[src/design/tphb_pkg.sv]
// Types, constants and checksum helpers for the TCP probe header builder.
package tphb_pkg;

  localparam int unsigned MAX_WORDS  = 10;
  localparam int unsigned CNT_W      = 4;
  localparam int unsigned CFG_IDX_W  = 2;
  localparam int unsigned CFG_DATA_W = 16;

  localparam logic [CFG_IDX_W-1:0] CFG_IPV4_PORT = 2'd0;
  localparam logic [CFG_IDX_W-1:0] CFG_IPV6_PORT = 2'd1;

  localparam logic ACT_SYN     = 1'b0;
  localparam logic ACT_RST_ACK = 1'b1;

  localparam logic [31:0] IP_WORD0     = 32'h4500_0028;
  localparam logic [15:0] IP_TTL_PROTO = 16'h4006;
  localparam logic [15:0] TCP_LEN      = 16'd20;
  localparam logic [15:0] PROTO_TCP    = 16'd6;
  localparam logic [7:0]  TCP_OFFSET   = 8'h50;
  localparam logic [7:0]  FLAGS_SYN    = 8'h02;
  localparam logic [7:0]  FLAGS_RSTACK = 8'h14;
  localparam logic [15:0] WIN_SYN_V4   = 16'hFFFF;
  localparam logic [15:0] WIN_SYN_V6   = 16'h2000;
  localparam logic [15:0] WIN_RSTACK   = 16'h0000;

  localparam logic [CNT_W-1:0] LEN_V4  = 4'd10;
  localparam logic [CNT_W-1:0] LEN_V6  = 4'd5;
  localparam logic [CNT_W-1:0] LEN_ERR = 4'd1;

  typedef struct packed {
    logic        action;
    logic        v6;
    logic [63:0] src_hi;
    logic [63:0] src_lo;
    logic [63:0] dst_hi;
    logic [63:0] dst_lo;
    logic [15:0] dport;
    logic [15:0] pid;
    logic [15:0] tick;
    logic [31:0] rseq;
    logic [31:0] rack;
    logic [15:0] sport;
  } req_t;

  typedef struct packed {
    logic            err;
    logic            v6;
    logic [3:0][31:0] tcp;
    logic [15:0]     pid;
    logic [31:0]     s4;
    logic [31:0]     d4;
    logic [20:0]     psum;
    logic [18:0]     tsum;
    logic [19:0]     isum;
  } sums_t;

  typedef struct packed {
    logic            err;
    logic            v6;
    logic [3:0][31:0] tcp;
    logic [15:0]     pid;
    logic [31:0]     s4;
    logic [31:0]     d4;
    logic [16:0]     tfold;
    logic [16:0]     ifold;
  } fold_t;

  typedef struct packed {
    logic                      err;
    logic [CNT_W-1:0]          len;
    logic [MAX_WORDS-1:0][31:0] words;
  } pkt_t;

  function automatic logic [16:0] half_sum(input logic [31:0] w);
    return {1'b0, w[31:16]} + {1'b0, w[15:0]};
  endfunction

  // One end-around carry fold of a sum below 2^21.
  function automatic logic [16:0] fold17(input logic [20:0] x);
    return {1'b0, x[15:0]} + {12'b0, x[20:16]};
  endfunction

endpackage

[src/design/tcp_probe_header_builder_core.sv]
// Top level of the TCP probe packet builder.
// Usage:
//   Configure the IPv4 / IPv6 source ports through cfg_we, cfg_index and
//   cfg_wdata while the block is idle; indexes above 1 are ignored.
//   Drive a probe request on the in_ ports with start high; it is taken at a
//   rising edge where busy is low.
//   Each packet word appears on out_packet_word for one cycle with out_valid
//   high; out_last_word marks the final word. IPv4 packets are 10 words
//   (IP header then TCP header), IPv6 packets 5 words (TCP header only).
//   A SYN for a family whose port is zero gives a single word with out_error.
// Flow: the first word leaves after four pipeline stages and then the output
//   shifter load; later words follow one a cycle.
// Throughput: requests enter one a cycle while stages are free; the output
//   shifter moves one word a cycle, so an IPv4 or IPv6 packet holds back the
//   next packet until its last word, and error requests go one per cycle.
// The receiver cannot stall; busy rises when the shifter is full and backs up
//   through the stages. Reset empties all stages and clears both ports.
module tcp_probe_header_builder_core (
  input  logic                            clk,
  input  logic                            rst_n,
  input  logic                            start,
  output logic                            busy,
  input  logic                            in_action,
  input  logic                            in_is_ipv6,
  input  logic [63:0]                     in_source_address_high,
  input  logic [63:0]                     in_source_address_low,
  input  logic [63:0]                     in_destination_address_high,
  input  logic [63:0]                     in_destination_address_low,
  input  logic [15:0]                     in_destination_port,
  input  logic [15:0]                     in_probe_id,
  input  logic [15:0]                     in_tick_low,
  input  logic [31:0]                     in_reset_sequence,
  input  logic [31:0]                     in_reset_acknowledge,
  output logic                            out_valid,
  output logic [31:0]                     out_packet_word,
  output logic                            out_last_word,
  output logic                            out_error,
  input  logic                            cfg_we,
  input  logic [tphb_pkg::CFG_IDX_W-1:0]  cfg_index,
  input  logic [tphb_pkg::CFG_DATA_W-1:0] cfg_wdata
);

  logic [15:0]     v4_port_r;
  logic [15:0]     v6_port_r;
  tphb_pkg::req_t  req;
  logic            hdr_ready;
  logic            sums_valid;
  logic            csum_ready;
  tphb_pkg::sums_t sums;
  logic            pkt_valid;
  logic            ser_ready;
  tphb_pkg::pkt_t  pkt;

  always_ff @(posedge clk) begin
    if (!rst_n) begin
      v4_port_r <= 16'h0;
      v6_port_r <= 16'h0;
    end else if (cfg_we) begin
      if (cfg_index == tphb_pkg::CFG_IPV4_PORT) v4_port_r <= cfg_wdata;
      if (cfg_index == tphb_pkg::CFG_IPV6_PORT) v6_port_r <= cfg_wdata;
    end
  end

  always_comb begin
    req.action = in_action;
    req.v6     = in_is_ipv6;
    req.src_hi = in_source_address_high;
    req.src_lo = in_source_address_low;
    req.dst_hi = in_destination_address_high;
    req.dst_lo = in_destination_address_low;
    req.dport  = in_destination_port;
    req.pid    = in_probe_id;
    req.tick   = in_tick_low;
    req.rseq   = in_reset_sequence;
    req.rack   = in_reset_acknowledge;
    req.sport  = in_is_ipv6 ? v6_port_r : v4_port_r;
  end

  assign busy = !hdr_ready;

  tphb_hdr u_hdr (
    .clk       (clk),
    .rst_n     (rst_n),
    .in_valid  (start),
    .in_req    (req),
    .in_ready  (hdr_ready),
    .out_valid (sums_valid),
    .out_ready (csum_ready),
    .out_sums  (sums)
  );

  tphb_csum u_csum (
    .clk       (clk),
    .rst_n     (rst_n),
    .in_valid  (sums_valid),
    .in_sums   (sums),
    .in_ready  (csum_ready),
    .out_valid (pkt_valid),
    .out_ready (ser_ready),
    .out_pkt   (pkt)
  );

  tphb_ser u_ser (
    .clk             (clk),
    .rst_n           (rst_n),
    .in_valid        (pkt_valid),
    .in_pkt          (pkt),
    .in_ready        (ser_ready),
    .out_valid       (out_valid),
    .out_packet_word (out_packet_word),
    .out_last_word   (out_last_word),
    .out_error       (out_error)
  );

endmodule

[src/design/tphb_hdr.sv]
// Request capture and header field / partial checksum sum stages.
module tphb_hdr (
  input  logic            clk,
  input  logic            rst_n,
  input  logic            in_valid,
  input  tphb_pkg::req_t  in_req,
  output logic            in_ready,
  output logic            out_valid,
  input  logic            out_ready,
  output tphb_pkg::sums_t out_sums
);

  logic            s1_v_r;
  tphb_pkg::req_t  s1_r;
  logic            s2_v_r;
  tphb_pkg::sums_t s2_r;
  tphb_pkg::sums_t s2_nxt;
  logic            s1_rdy;
  logic            s2_rdy;

  function automatic logic [16:0] half_sum_w(input logic [31:0] w);
    return tphb_pkg::half_sum(w);
  endfunction

  assign s2_rdy    = !s2_v_r || out_ready;
  assign s1_rdy    = !s1_v_r || s2_rdy;
  assign in_ready  = s1_rdy;
  assign out_valid = s2_v_r;
  assign out_sums  = s2_r;

  always_comb begin
    logic [31:0]      seq;
    logic [31:0]      ack;
    logic [7:0]       flags;
    logic [15:0]      win;
    logic [7:0][31:0] addr;
    logic [20:0]      ps;
    logic [18:0]      ts;
    if (s1_r.action == tphb_pkg::ACT_SYN) begin
      seq   = {s1_r.pid, s1_r.tick};
      ack   = 32'h0;
      flags = tphb_pkg::FLAGS_SYN;
      win   = s1_r.v6 ? tphb_pkg::WIN_SYN_V6 : tphb_pkg::WIN_SYN_V4;
    end else begin
      seq   = s1_r.rseq;
      ack   = s1_r.rack;
      flags = tphb_pkg::FLAGS_RSTACK;
      win   = tphb_pkg::WIN_RSTACK;
    end
    s2_nxt.err    = (s1_r.action == tphb_pkg::ACT_SYN) && (s1_r.sport == 16'h0);
    s2_nxt.v6     = s1_r.v6;
    s2_nxt.tcp[0] = {s1_r.sport, s1_r.dport};
    s2_nxt.tcp[1] = seq;
    s2_nxt.tcp[2] = ack;
    s2_nxt.tcp[3] = {tphb_pkg::TCP_OFFSET, flags, win};
    s2_nxt.pid    = s1_r.pid;
    s2_nxt.s4     = s1_r.src_lo[31:0];
    s2_nxt.d4     = s1_r.dst_lo[31:0];

    // Pseudo header: IPv4 keeps only the two low address words.
    addr = {s1_r.src_hi, s1_r.src_lo, s1_r.dst_hi, s1_r.dst_lo};
    ps   = 21'(tphb_pkg::TCP_LEN) + 21'(tphb_pkg::PROTO_TCP);
    for (int i = 0; i < 8; i++) begin
      if (s1_r.v6 || i == 0 || i == 4) begin
        ps = ps + 21'(half_sum_w(addr[i]));
      end
    end
    s2_nxt.psum = ps;

    ts = 19'h0;
    for (int i = 0; i < 4; i++) begin
      ts = ts + 19'(half_sum_w(s2_nxt.tcp[i]));
    end
    s2_nxt.tsum = ts;

    s2_nxt.isum = 20'(tphb_pkg::half_sum(tphb_pkg::IP_WORD0)) + 20'(s1_r.pid)
                + 20'(tphb_pkg::IP_TTL_PROTO) + 20'(tphb_pkg::half_sum(s2_nxt.s4))
                + 20'(tphb_pkg::half_sum(s2_nxt.d4));
  end

  always_ff @(posedge clk) begin
    if (!rst_n) begin
      s1_v_r <= 1'b0;
      s2_v_r <= 1'b0;
    end else begin
      if (s1_rdy) s1_v_r <= in_valid;
      if (s2_rdy) s2_v_r <= s1_v_r;
    end
  end

  always_ff @(posedge clk) begin
    if (s1_rdy && in_valid) s1_r <= in_req;
    if (s2_rdy && s1_v_r)   s2_r <= s2_nxt;
  end

endmodule

[src/design/tphb_csum.sv]
// Checksum fold, complement and packet word assembly stages.
module tphb_csum (
  input  logic            clk,
  input  logic            rst_n,
  input  logic            in_valid,
  input  tphb_pkg::sums_t in_sums,
  output logic            in_ready,
  output logic            out_valid,
  input  logic            out_ready,
  output tphb_pkg::pkt_t  out_pkt
);

  logic            s3_v_r;
  tphb_pkg::fold_t s3_r;
  tphb_pkg::fold_t s3_nxt;
  logic            s4_v_r;
  tphb_pkg::pkt_t  s4_r;
  tphb_pkg::pkt_t  s4_nxt;
  logic            s3_rdy;
  logic            s4_rdy;

  assign s4_rdy    = !s4_v_r || out_ready;
  assign s3_rdy    = !s3_v_r || s4_rdy;
  assign in_ready  = s3_rdy;
  assign out_valid = s4_v_r;
  assign out_pkt   = s4_r;

  always_comb begin
    s3_nxt.err   = in_sums.err;
    s3_nxt.v6    = in_sums.v6;
    s3_nxt.tcp   = in_sums.tcp;
    s3_nxt.pid   = in_sums.pid;
    s3_nxt.s4    = in_sums.s4;
    s3_nxt.d4    = in_sums.d4;
    s3_nxt.tfold = tphb_pkg::fold17(in_sums.psum + 21'(in_sums.tsum));
    s3_nxt.ifold = tphb_pkg::fold17({1'b0, in_sums.isum});
  end

  always_comb begin
    logic [16:0] tf;
    logic [16:0] icf;
    logic [15:0] tck;
    logic [15:0] ick;
    // Second fold leaves at most 16 bits.
    tf  = tphb_pkg::fold17({4'b0, s3_r.tfold});
    icf = tphb_pkg::fold17({4'b0, s3_r.ifold});
    tck = ~tf[15:0];
    ick = ~icf[15:0];
    s4_nxt.err   = s3_r.err;
    s4_nxt.words = '0;
    if (s3_r.err) begin
      s4_nxt.len = tphb_pkg::LEN_ERR;
    end else if (s3_r.v6) begin
      s4_nxt.len      = tphb_pkg::LEN_V6;
      s4_nxt.words[0] = s3_r.tcp[0];
      s4_nxt.words[1] = s3_r.tcp[1];
      s4_nxt.words[2] = s3_r.tcp[2];
      s4_nxt.words[3] = s3_r.tcp[3];
      s4_nxt.words[4] = {tck, 16'h0};
    end else begin
      s4_nxt.len      = tphb_pkg::LEN_V4;
      s4_nxt.words[0] = tphb_pkg::IP_WORD0;
      s4_nxt.words[1] = {s3_r.pid, 16'h0};
      s4_nxt.words[2] = {tphb_pkg::IP_TTL_PROTO, ick};
      s4_nxt.words[3] = s3_r.s4;
      s4_nxt.words[4] = s3_r.d4;
      s4_nxt.words[5] = s3_r.tcp[0];
      s4_nxt.words[6] = s3_r.tcp[1];
      s4_nxt.words[7] = s3_r.tcp[2];
      s4_nxt.words[8] = s3_r.tcp[3];
      s4_nxt.words[9] = {tck, 16'h0};
    end
  end

  always_ff @(posedge clk) begin
    if (!rst_n) begin
      s3_v_r <= 1'b0;
      s4_v_r <= 1'b0;
    end else begin
      if (s3_rdy) s3_v_r <= in_valid;
      if (s4_rdy) s4_v_r <= s3_v_r;
    end
  end

  always_ff @(posedge clk) begin
    if (s3_rdy && in_valid) s3_r <= s3_nxt;
    if (s4_rdy && s3_v_r)   s4_r <= s4_nxt;
  end

endmodule

[src/design/tphb_ser.sv]
// Output shifter: emits one packet word per cycle from a loaded packet.
module tphb_ser (
  input  logic           clk,
  input  logic           rst_n,
  input  logic           in_valid,
  input  tphb_pkg::pkt_t in_pkt,
  output logic           in_ready,
  output logic           out_valid,
  output logic [31:0]    out_packet_word,
  output logic           out_last_word,
  output logic           out_error
);

  logic [tphb_pkg::MAX_WORDS-1:0][31:0] words_r;
  logic [tphb_pkg::CNT_W-1:0]           cnt_r;
  logic                                 err_r;

  // Reload on the final word so packets follow without a gap.
  assign in_ready        = (cnt_r <= tphb_pkg::CNT_W'(1));
  assign out_valid       = (cnt_r != '0);
  assign out_packet_word = words_r[0];
  assign out_last_word   = (cnt_r == tphb_pkg::CNT_W'(1));
  assign out_error       = err_r && out_valid;

  always_ff @(posedge clk) begin
    if (!rst_n) begin
      cnt_r <= '0;
      err_r <= 1'b0;
    end else if (in_ready && in_valid) begin
      cnt_r <= in_pkt.len;
      err_r <= in_pkt.err;
    end else if (cnt_r != '0) begin
      cnt_r <= cnt_r - tphb_pkg::CNT_W'(1);
    end
  end

  always_ff @(posedge clk) begin
    if (in_ready && in_valid) begin
      words_r <= in_pkt.words;
    end else if (cnt_r != '0) begin
      words_r <= {32'h0, words_r[tphb_pkg::MAX_WORDS-1:1]};
    end
  end

endmodule

[config.mk]
export PLATFORM = sky130hd
export DESIGN_NAME = tcp_probe_header_builder_core
export DESIGN_NICKNAME = d
export VERILOG_FILES = /design/src/design/tphb_pkg.sv /design/src/design/tcp_probe_header_builder_core.sv /design/src/design/tphb_hdr.sv /design/src/design/tphb_csum.sv /design/src/design/tphb_ser.sv
export SDC_FILE = /design/constraint.sdc
export NUM_CORES = 2
export LEC_CHECK = 0
export BUFFER_PORTS_ARGS = -buffer_cell sky130_fd_sc_hd__buf_2
export CORE_ASPECT_RATIO = 1.5
export CORE_MARGIN = 3
export CORE_UTILIZATION = 47
export CTS_CLUSTER_DIAMETER = 200
export DETAILED_ROUTE_END_ITERATION = 10
export SLEW_MARGIN = 10
export SYNTH_ARGS = -nofsm -noshare
export SYNTH_HDL_FRONTEND = slang
export SYNTH_HIERARCHICAL = 1
export SYNTH_SLANG_ARGS = --single-unit
export TNS_END_PERCENT = 30
[constraint.sdc]
create_clock -name clk -period 21.8 [get_ports clk]
set_clock_uncertainty 0.15 [all_clocks]
set_input_delay 2.18 -clock clk [delete_from_list [all_inputs] [get_ports clk]]
set_output_delay 2.18 -clock clk [all_outputs]
set_load 0.01 [all_outputs]
Yosys cells after proc, flatten, opt, wreduce, memory -nomap -nowiden
Index checks and enable logic that the tools add are counted.
Storage, ports and cells
  flip-flop bits (word level): 1563
  output and inout bits: 36
  word-level logic and storage cells: 154
  input bits: 392
Operators by class
  reduce and logical (&&, ||, !) cells: 24
  equal/unequal tests: 2
  bitwise gates (word level): 4
  add/subtract/negate cells: 33
  mux-type cells: 18
  magnitude comparators: 1
Operators with widths (number)
  2-to-1 mux 320 bit: 2
  adder 16 x 16 -> 17 bit: 11
  2-to-1 mux 160 bit: 1
  adder 21 x 17 -> 21 bit: 7
  2-to-1 mux 21 bit: 6
  2-to-1 mux 32 bit: 2
  2-to-1 mux 16 bit: 3
  adder 20 x 17 -> 20 bit: 2
  adder 19 x 17 -> 19 bit: 2
  adder 16 x 1 -> 16 bit: 2
  NOT 16 bit: 2
  adder 21 x 19 -> 21 bit: 1
  adder 20 x 15 -> 20 bit (second input constant): 1
  adder 17 x 17 -> 18 bit: 1
  adder 5 x 17 -> 18 bit (first input constant): 1
  adder 15 x 16 -> 17 bit: 1
  adder 15 x 16 -> 17 bit (first input constant): 1
  adder 16 x 4 -> 17 bit: 1
  adder 16 x 5 -> 17 bit: 1
  logical NOT 16 bit: 1
  2-to-1 mux 4 bit: 3
  logical AND 1 bit: 7
  logical NOT 1 bit: 5
  2-to-1 mux 5 bit: 1
  other kinds (11): 17

Longest topological paths before layout
  depth after elaboration: 15
  gate-level depth with buffers: 62

Cells and area by module
The synthesis kept the hierarchy.
By module, submodules not included
  tphb_hdr: cells an instance 2638, sequential area each 18838.1 sq um, area an instance 34654.5 sq um, times used 1
  tphb_csum: cells an instance 1350, sequential area each 16615.9 sq um, area an instance 21763.4 sq um, times used 1
  tphb_ser: cells an instance 751, sequential area each 9709.3 sq um, area an instance 13959.6 sq um, times used 1
  tcp_probe_header_builder_core: cells an instance 142, sequential area each 640.6 sq um, area an instance 1440.1 sq um, times used 1

Worst setup path after synthesis
OpenSTA, ideal clock, no wires.
  path type: register to register
  start: reg u_ser/cnt_r[3] (netlist name)
  end: reg u_csum.s4_r, in the netlist u_csum/out_pkt[0], enable pin
  path buffers: 1
  data arrival time: 14478 ps
  stages on the path, launching flop included: 6
  data required time: 20629 ps
  library setup time: 1021 ps
  clock period less this slack: 15649 ps
  path slack: 6151 ps
  cells stage by stage: dfxtp_1 or2_1 buf_2 nor2_1 nor2b_1 nor2b_1
Between the ends
  longest elaborated chain between the ends: 3
Ends and longest elaborated chain
  start, declared: line tphb_ser.sv:15  | logic [tphb_pkg::CNT_W-1:0] cnt_r;
  start signal, assigned: line tphb_ser.sv:30  | cnt_r <= in_pkt.len;
  start signal, assigned: line tphb_ser.sv:33  | cnt_r <= cnt_r - tphb_pkg::CNT_W'(1);
  <= comparator 4 x 1 -> 1 bit: line tphb_ser.sv:19  | assign in_ready = (cnt_r <= tphb_pkg::CNT_W'(1));
  named net ser_ready: line tcp_probe_header_builder_core.sv:51  | logic ser_ready;
  logical OR 1 bit: line tphb_csum.sv:22  | assign s4_rdy = !s4_v_r || out_ready;
  logical AND 1 bit: line tphb_csum.sv:87  | if (s4_rdy && s3_v_r) s4_r <= s4_nxt;
  end signal, assigned: line tphb_csum.sv:87
  end, declared: line tphb_csum.sv:17  | tphb_pkg::pkt_t s4_r;
The timed path passes the listed nets, and every way through them passes these cells.
A chain may end at the register's enable or synchronous reset.

==> flow_summary_export.csv <==
group,metric,value,unit
final_layout,regArea,0.04580,mm2
floorplan,dieWidth,325.2,um
timing,min_period,14580,ps
global_route,groute.usage.overall,24.09,%
logic_synthesis,synth-compound-area-share,5.589,%
global_route,grt_pass1_wl,274500,um
place,gp_congestion,0.9225,
clock_network,clock-sinks,1539,
worst_hold_path,hp-class,"register to register",
logic_synthesis,netlist_area,0.07182,mm2
worst_hold_path,hp-start,"u_hdr/out_sums[140]",
worst_setup_path,endpoint_kind,"register",
worst_setup_path,cp_common_cell,"ha_1",
timing,setup_viol,0,
clock_network,clkLatencyLatePin,790,ps
global_route,grt_overflow,0,
logic_synthesis,synth_top_family_by_area,"adder cells",
clock_network,cts_root_buf,"clkbuf_16",
flow_run,drv_cap,0,
final_layout,drive_gt1_share,19.02,%
logic_synthesis,synth_commonest_cells,"1,498 x edfxtp_1, 443 x inv_1, 302 x mux2_2, 289 x and2_1, 246 x ha_1",
global_route,antenna_found_initial,7,
logic_synthesis,ys_types,102,
final_layout,multiInputGateArea,0.02319,mm2
routing,via_per_inst,5.236,
logic_synthesis,avgSynthCellArea,14.71,um2
timing,period_share,66.89,%
worst_setup_path,cpPeakStageDelay,550,ps
floorplan,dieArea,0.1576,mm2
worst_setup_path,crit_path_top_delay_cell,"a211oi_1",
worst_hold_path,min_to,"u_csum/s3_r[114]",
timing,slew_violations,0,
timing,maxSlewHeadroom,26.29,%
logic_synthesis,ys_warn_count,6,
clock_network,cts_buffer_depth,3,
floorplan,coreArea,0.1517,mm2
place,port_buffers,427,
logic_synthesis,synthAdderAreaFrac,10.06,%
timing,worstMarginPinSlew,1098,ps
logic_synthesis,synth_async_sr_flop_share,0,%
routing,drtPass1Iterations,7,
logic_synthesis,yosysTopAreaCell,"edfxtp_1",
routing,drt_iter0_markers,2415,
floorplan,start_util,47.33,%
logic_synthesis,muxShareOfSynthArea,6.572,%
clock_network,cts_tree,"done",
worst_setup_path,cp_top_family,"adder cells",
final_layout,area_growth,12.08,%
floorplan,pin_count,428,
timing,rsz0062_at_grt,"false",
clock_network,htreeDepth,4,
worst_setup_path,path_buf_inv,2,
logic_synthesis,seq_area_frac_synth,63.78,%
logic_synthesis,yosysMostFrequentCell,"edfxtp_1",
worst_setup_path,critical_path_class,"register to register",
logic_synthesis,synth_flop_cell,"edfxtp_1",
global_route,grt_max_degree,149,
floorplan,die_y,484.8,um
worst_setup_path,crit_required,22180,ps
place,place_hpwl,142900,um
routing,wl_per_cell,25.33,um
final_layout,fill_cells,12671,
final_layout,fin_nets,6165,
clock_network,cts_buffers,147,
logic_synthesis,synthTopCellsByArea,"edfxtp_1 63%, fa_1 5.8%, mux2_2 4.7%",
worst_setup_path,startpoint_type,"register",
routing,vias,39144,
clock_network,post_cts_resized,0,
global_route,grt_pass1_vias,40981,
worst_setup_path,worstReg2RegEnd,"u_hdr/out_sums[56]",
worst_setup_path,r2r_start,"u_hdr/s1_r[144]",
logic_synthesis,netlist_instances,4881,
routing,drtAntennaViolNets,0,
logic_synthesis,synth-edff-count,1498,
floorplan,fp-row-count,175,
logic_synthesis,yosysTopAreaCellShare,62.64,%
worst_setup_path,rrSetupSlack,7220,ps
worst_hold_path,min_path_cells,0,
clock_network,cts_setup_buffers,0,
logic_synthesis,synth-xor-area-share,2.836,%
timing,hold_viol_final,0,
worst_setup_path,critPathMaxFanout,6,
clock_network,cts.clk_slew.worst_paths,60,ps
timing,timing.setup.tns,0,ps
timing,fmax,68.58,MHz
worst_setup_path,cp_data_arrival_time,14960,ps
worst_setup_path,reg2reg_depth,54,
logic_synthesis,synth_seq_cells,1539,
routing,drc,0,
routing,totalWireLength,189400,um
run_status,status,"finished, final reports clean",
clock_network,ctsHoldBuffers,0,
logic_synthesis,synthSimpleGateAreaFrac,7.004,%
[flip-flops by register name, indices dropped and copies added, names as in the netlist, 16 cells and up]
name,count
u_csum/s3_r,244
u_ser/words_r,288
u_hdr/out_sums,240
u_ser/out_packet_word,32
u_csum/out_pkt,308
v4_port_r,16
v6_port_r,16
u_hdr/s1_r,386
[through the flow]
step	instances	cell area (um2)	hold WS (ps)	setup WS (ps)	util (%)
after floorplan	4908	71920	250.3	6151	-
after global placement	7206	75720	250.3	7530	49.90
after detailed placement	7206	75720	254.5	7350	49.90
after CTS	7470	80480	264.3	7290	53.04
after global routing	7471	80480	270.9	6331	53.04
final	7476	80490	260.5	7218	53.05
[routing by layer]
layer | GRT usage (%) | vias up | share of wire (%)
li1 | - | 18293 | -
met1 | 28.90 | 19601 | 39
met2 | 43.36 | 981 | 52
met3 | 2.753 | 269 | 3.7
met4 | 11.12 | 0 | 5.0
met5 | 0 | - | 0
[cell type report]
cell class,count,share of cell area (%)
sequential,1539,56.90
multi-input combinational,2718,28.81
inverter,443,2.067
antenna,6,0.01865
timing repair buffer,471,3.128
clock buffer,174,4.881
clock inverter,90,1.031
tap,2035,3.163
[cells by family after synthesis]
logic type | count (synthesis)
buffers and inverters | 651
DFF | 1539
and+or+nand+nor | 968
xor gates and xnor gates | 231
adders and majority gates | 453
AOI/OAI and AO/OA | 606
other | 3
muxes | 430
[worst max-delay path by stage]
stage               startpoint                 end  slack [ps]  depth (start not counted)
2_1_floorplan   u_ser/cnt_r[3]   u_csum/out_pkt[0]        6150                          5
3_3_place_gp   u_hdr/s1_r[128]  u_hdr/out_sums[56]        7530                         54
3_5_place_dp   u_hdr/s1_r[144]  u_hdr/out_sums[56]        7350                         54
4_1_cts        u_hdr/s1_r[144]  u_hdr/out_sums[56]        7290                         54
5_1_grt        u_hdr/s1_r[144]  u_hdr/out_sums[56]        6330                         54
6_report       u_hdr/s1_r[144]  u_hdr/out_sums[56]        7220                         54
[layout by cell type (no fill, tap or decap), types with 108 or more instances in the layout]
master and count:
inv_1 442, o21ai_0 108, a21oi_1 171, nand2_1 180
fa_1 207, xnor2_1 159, edfxtp_1 1498, nor2_1 230
ha_1 246, mux2_2 302, clkbuf_16 154, and2_1 287
buf_2 427
Power is not shown: default switching activity piles up to over one toggle a cycle in this logic, so the estimate is an artifact.
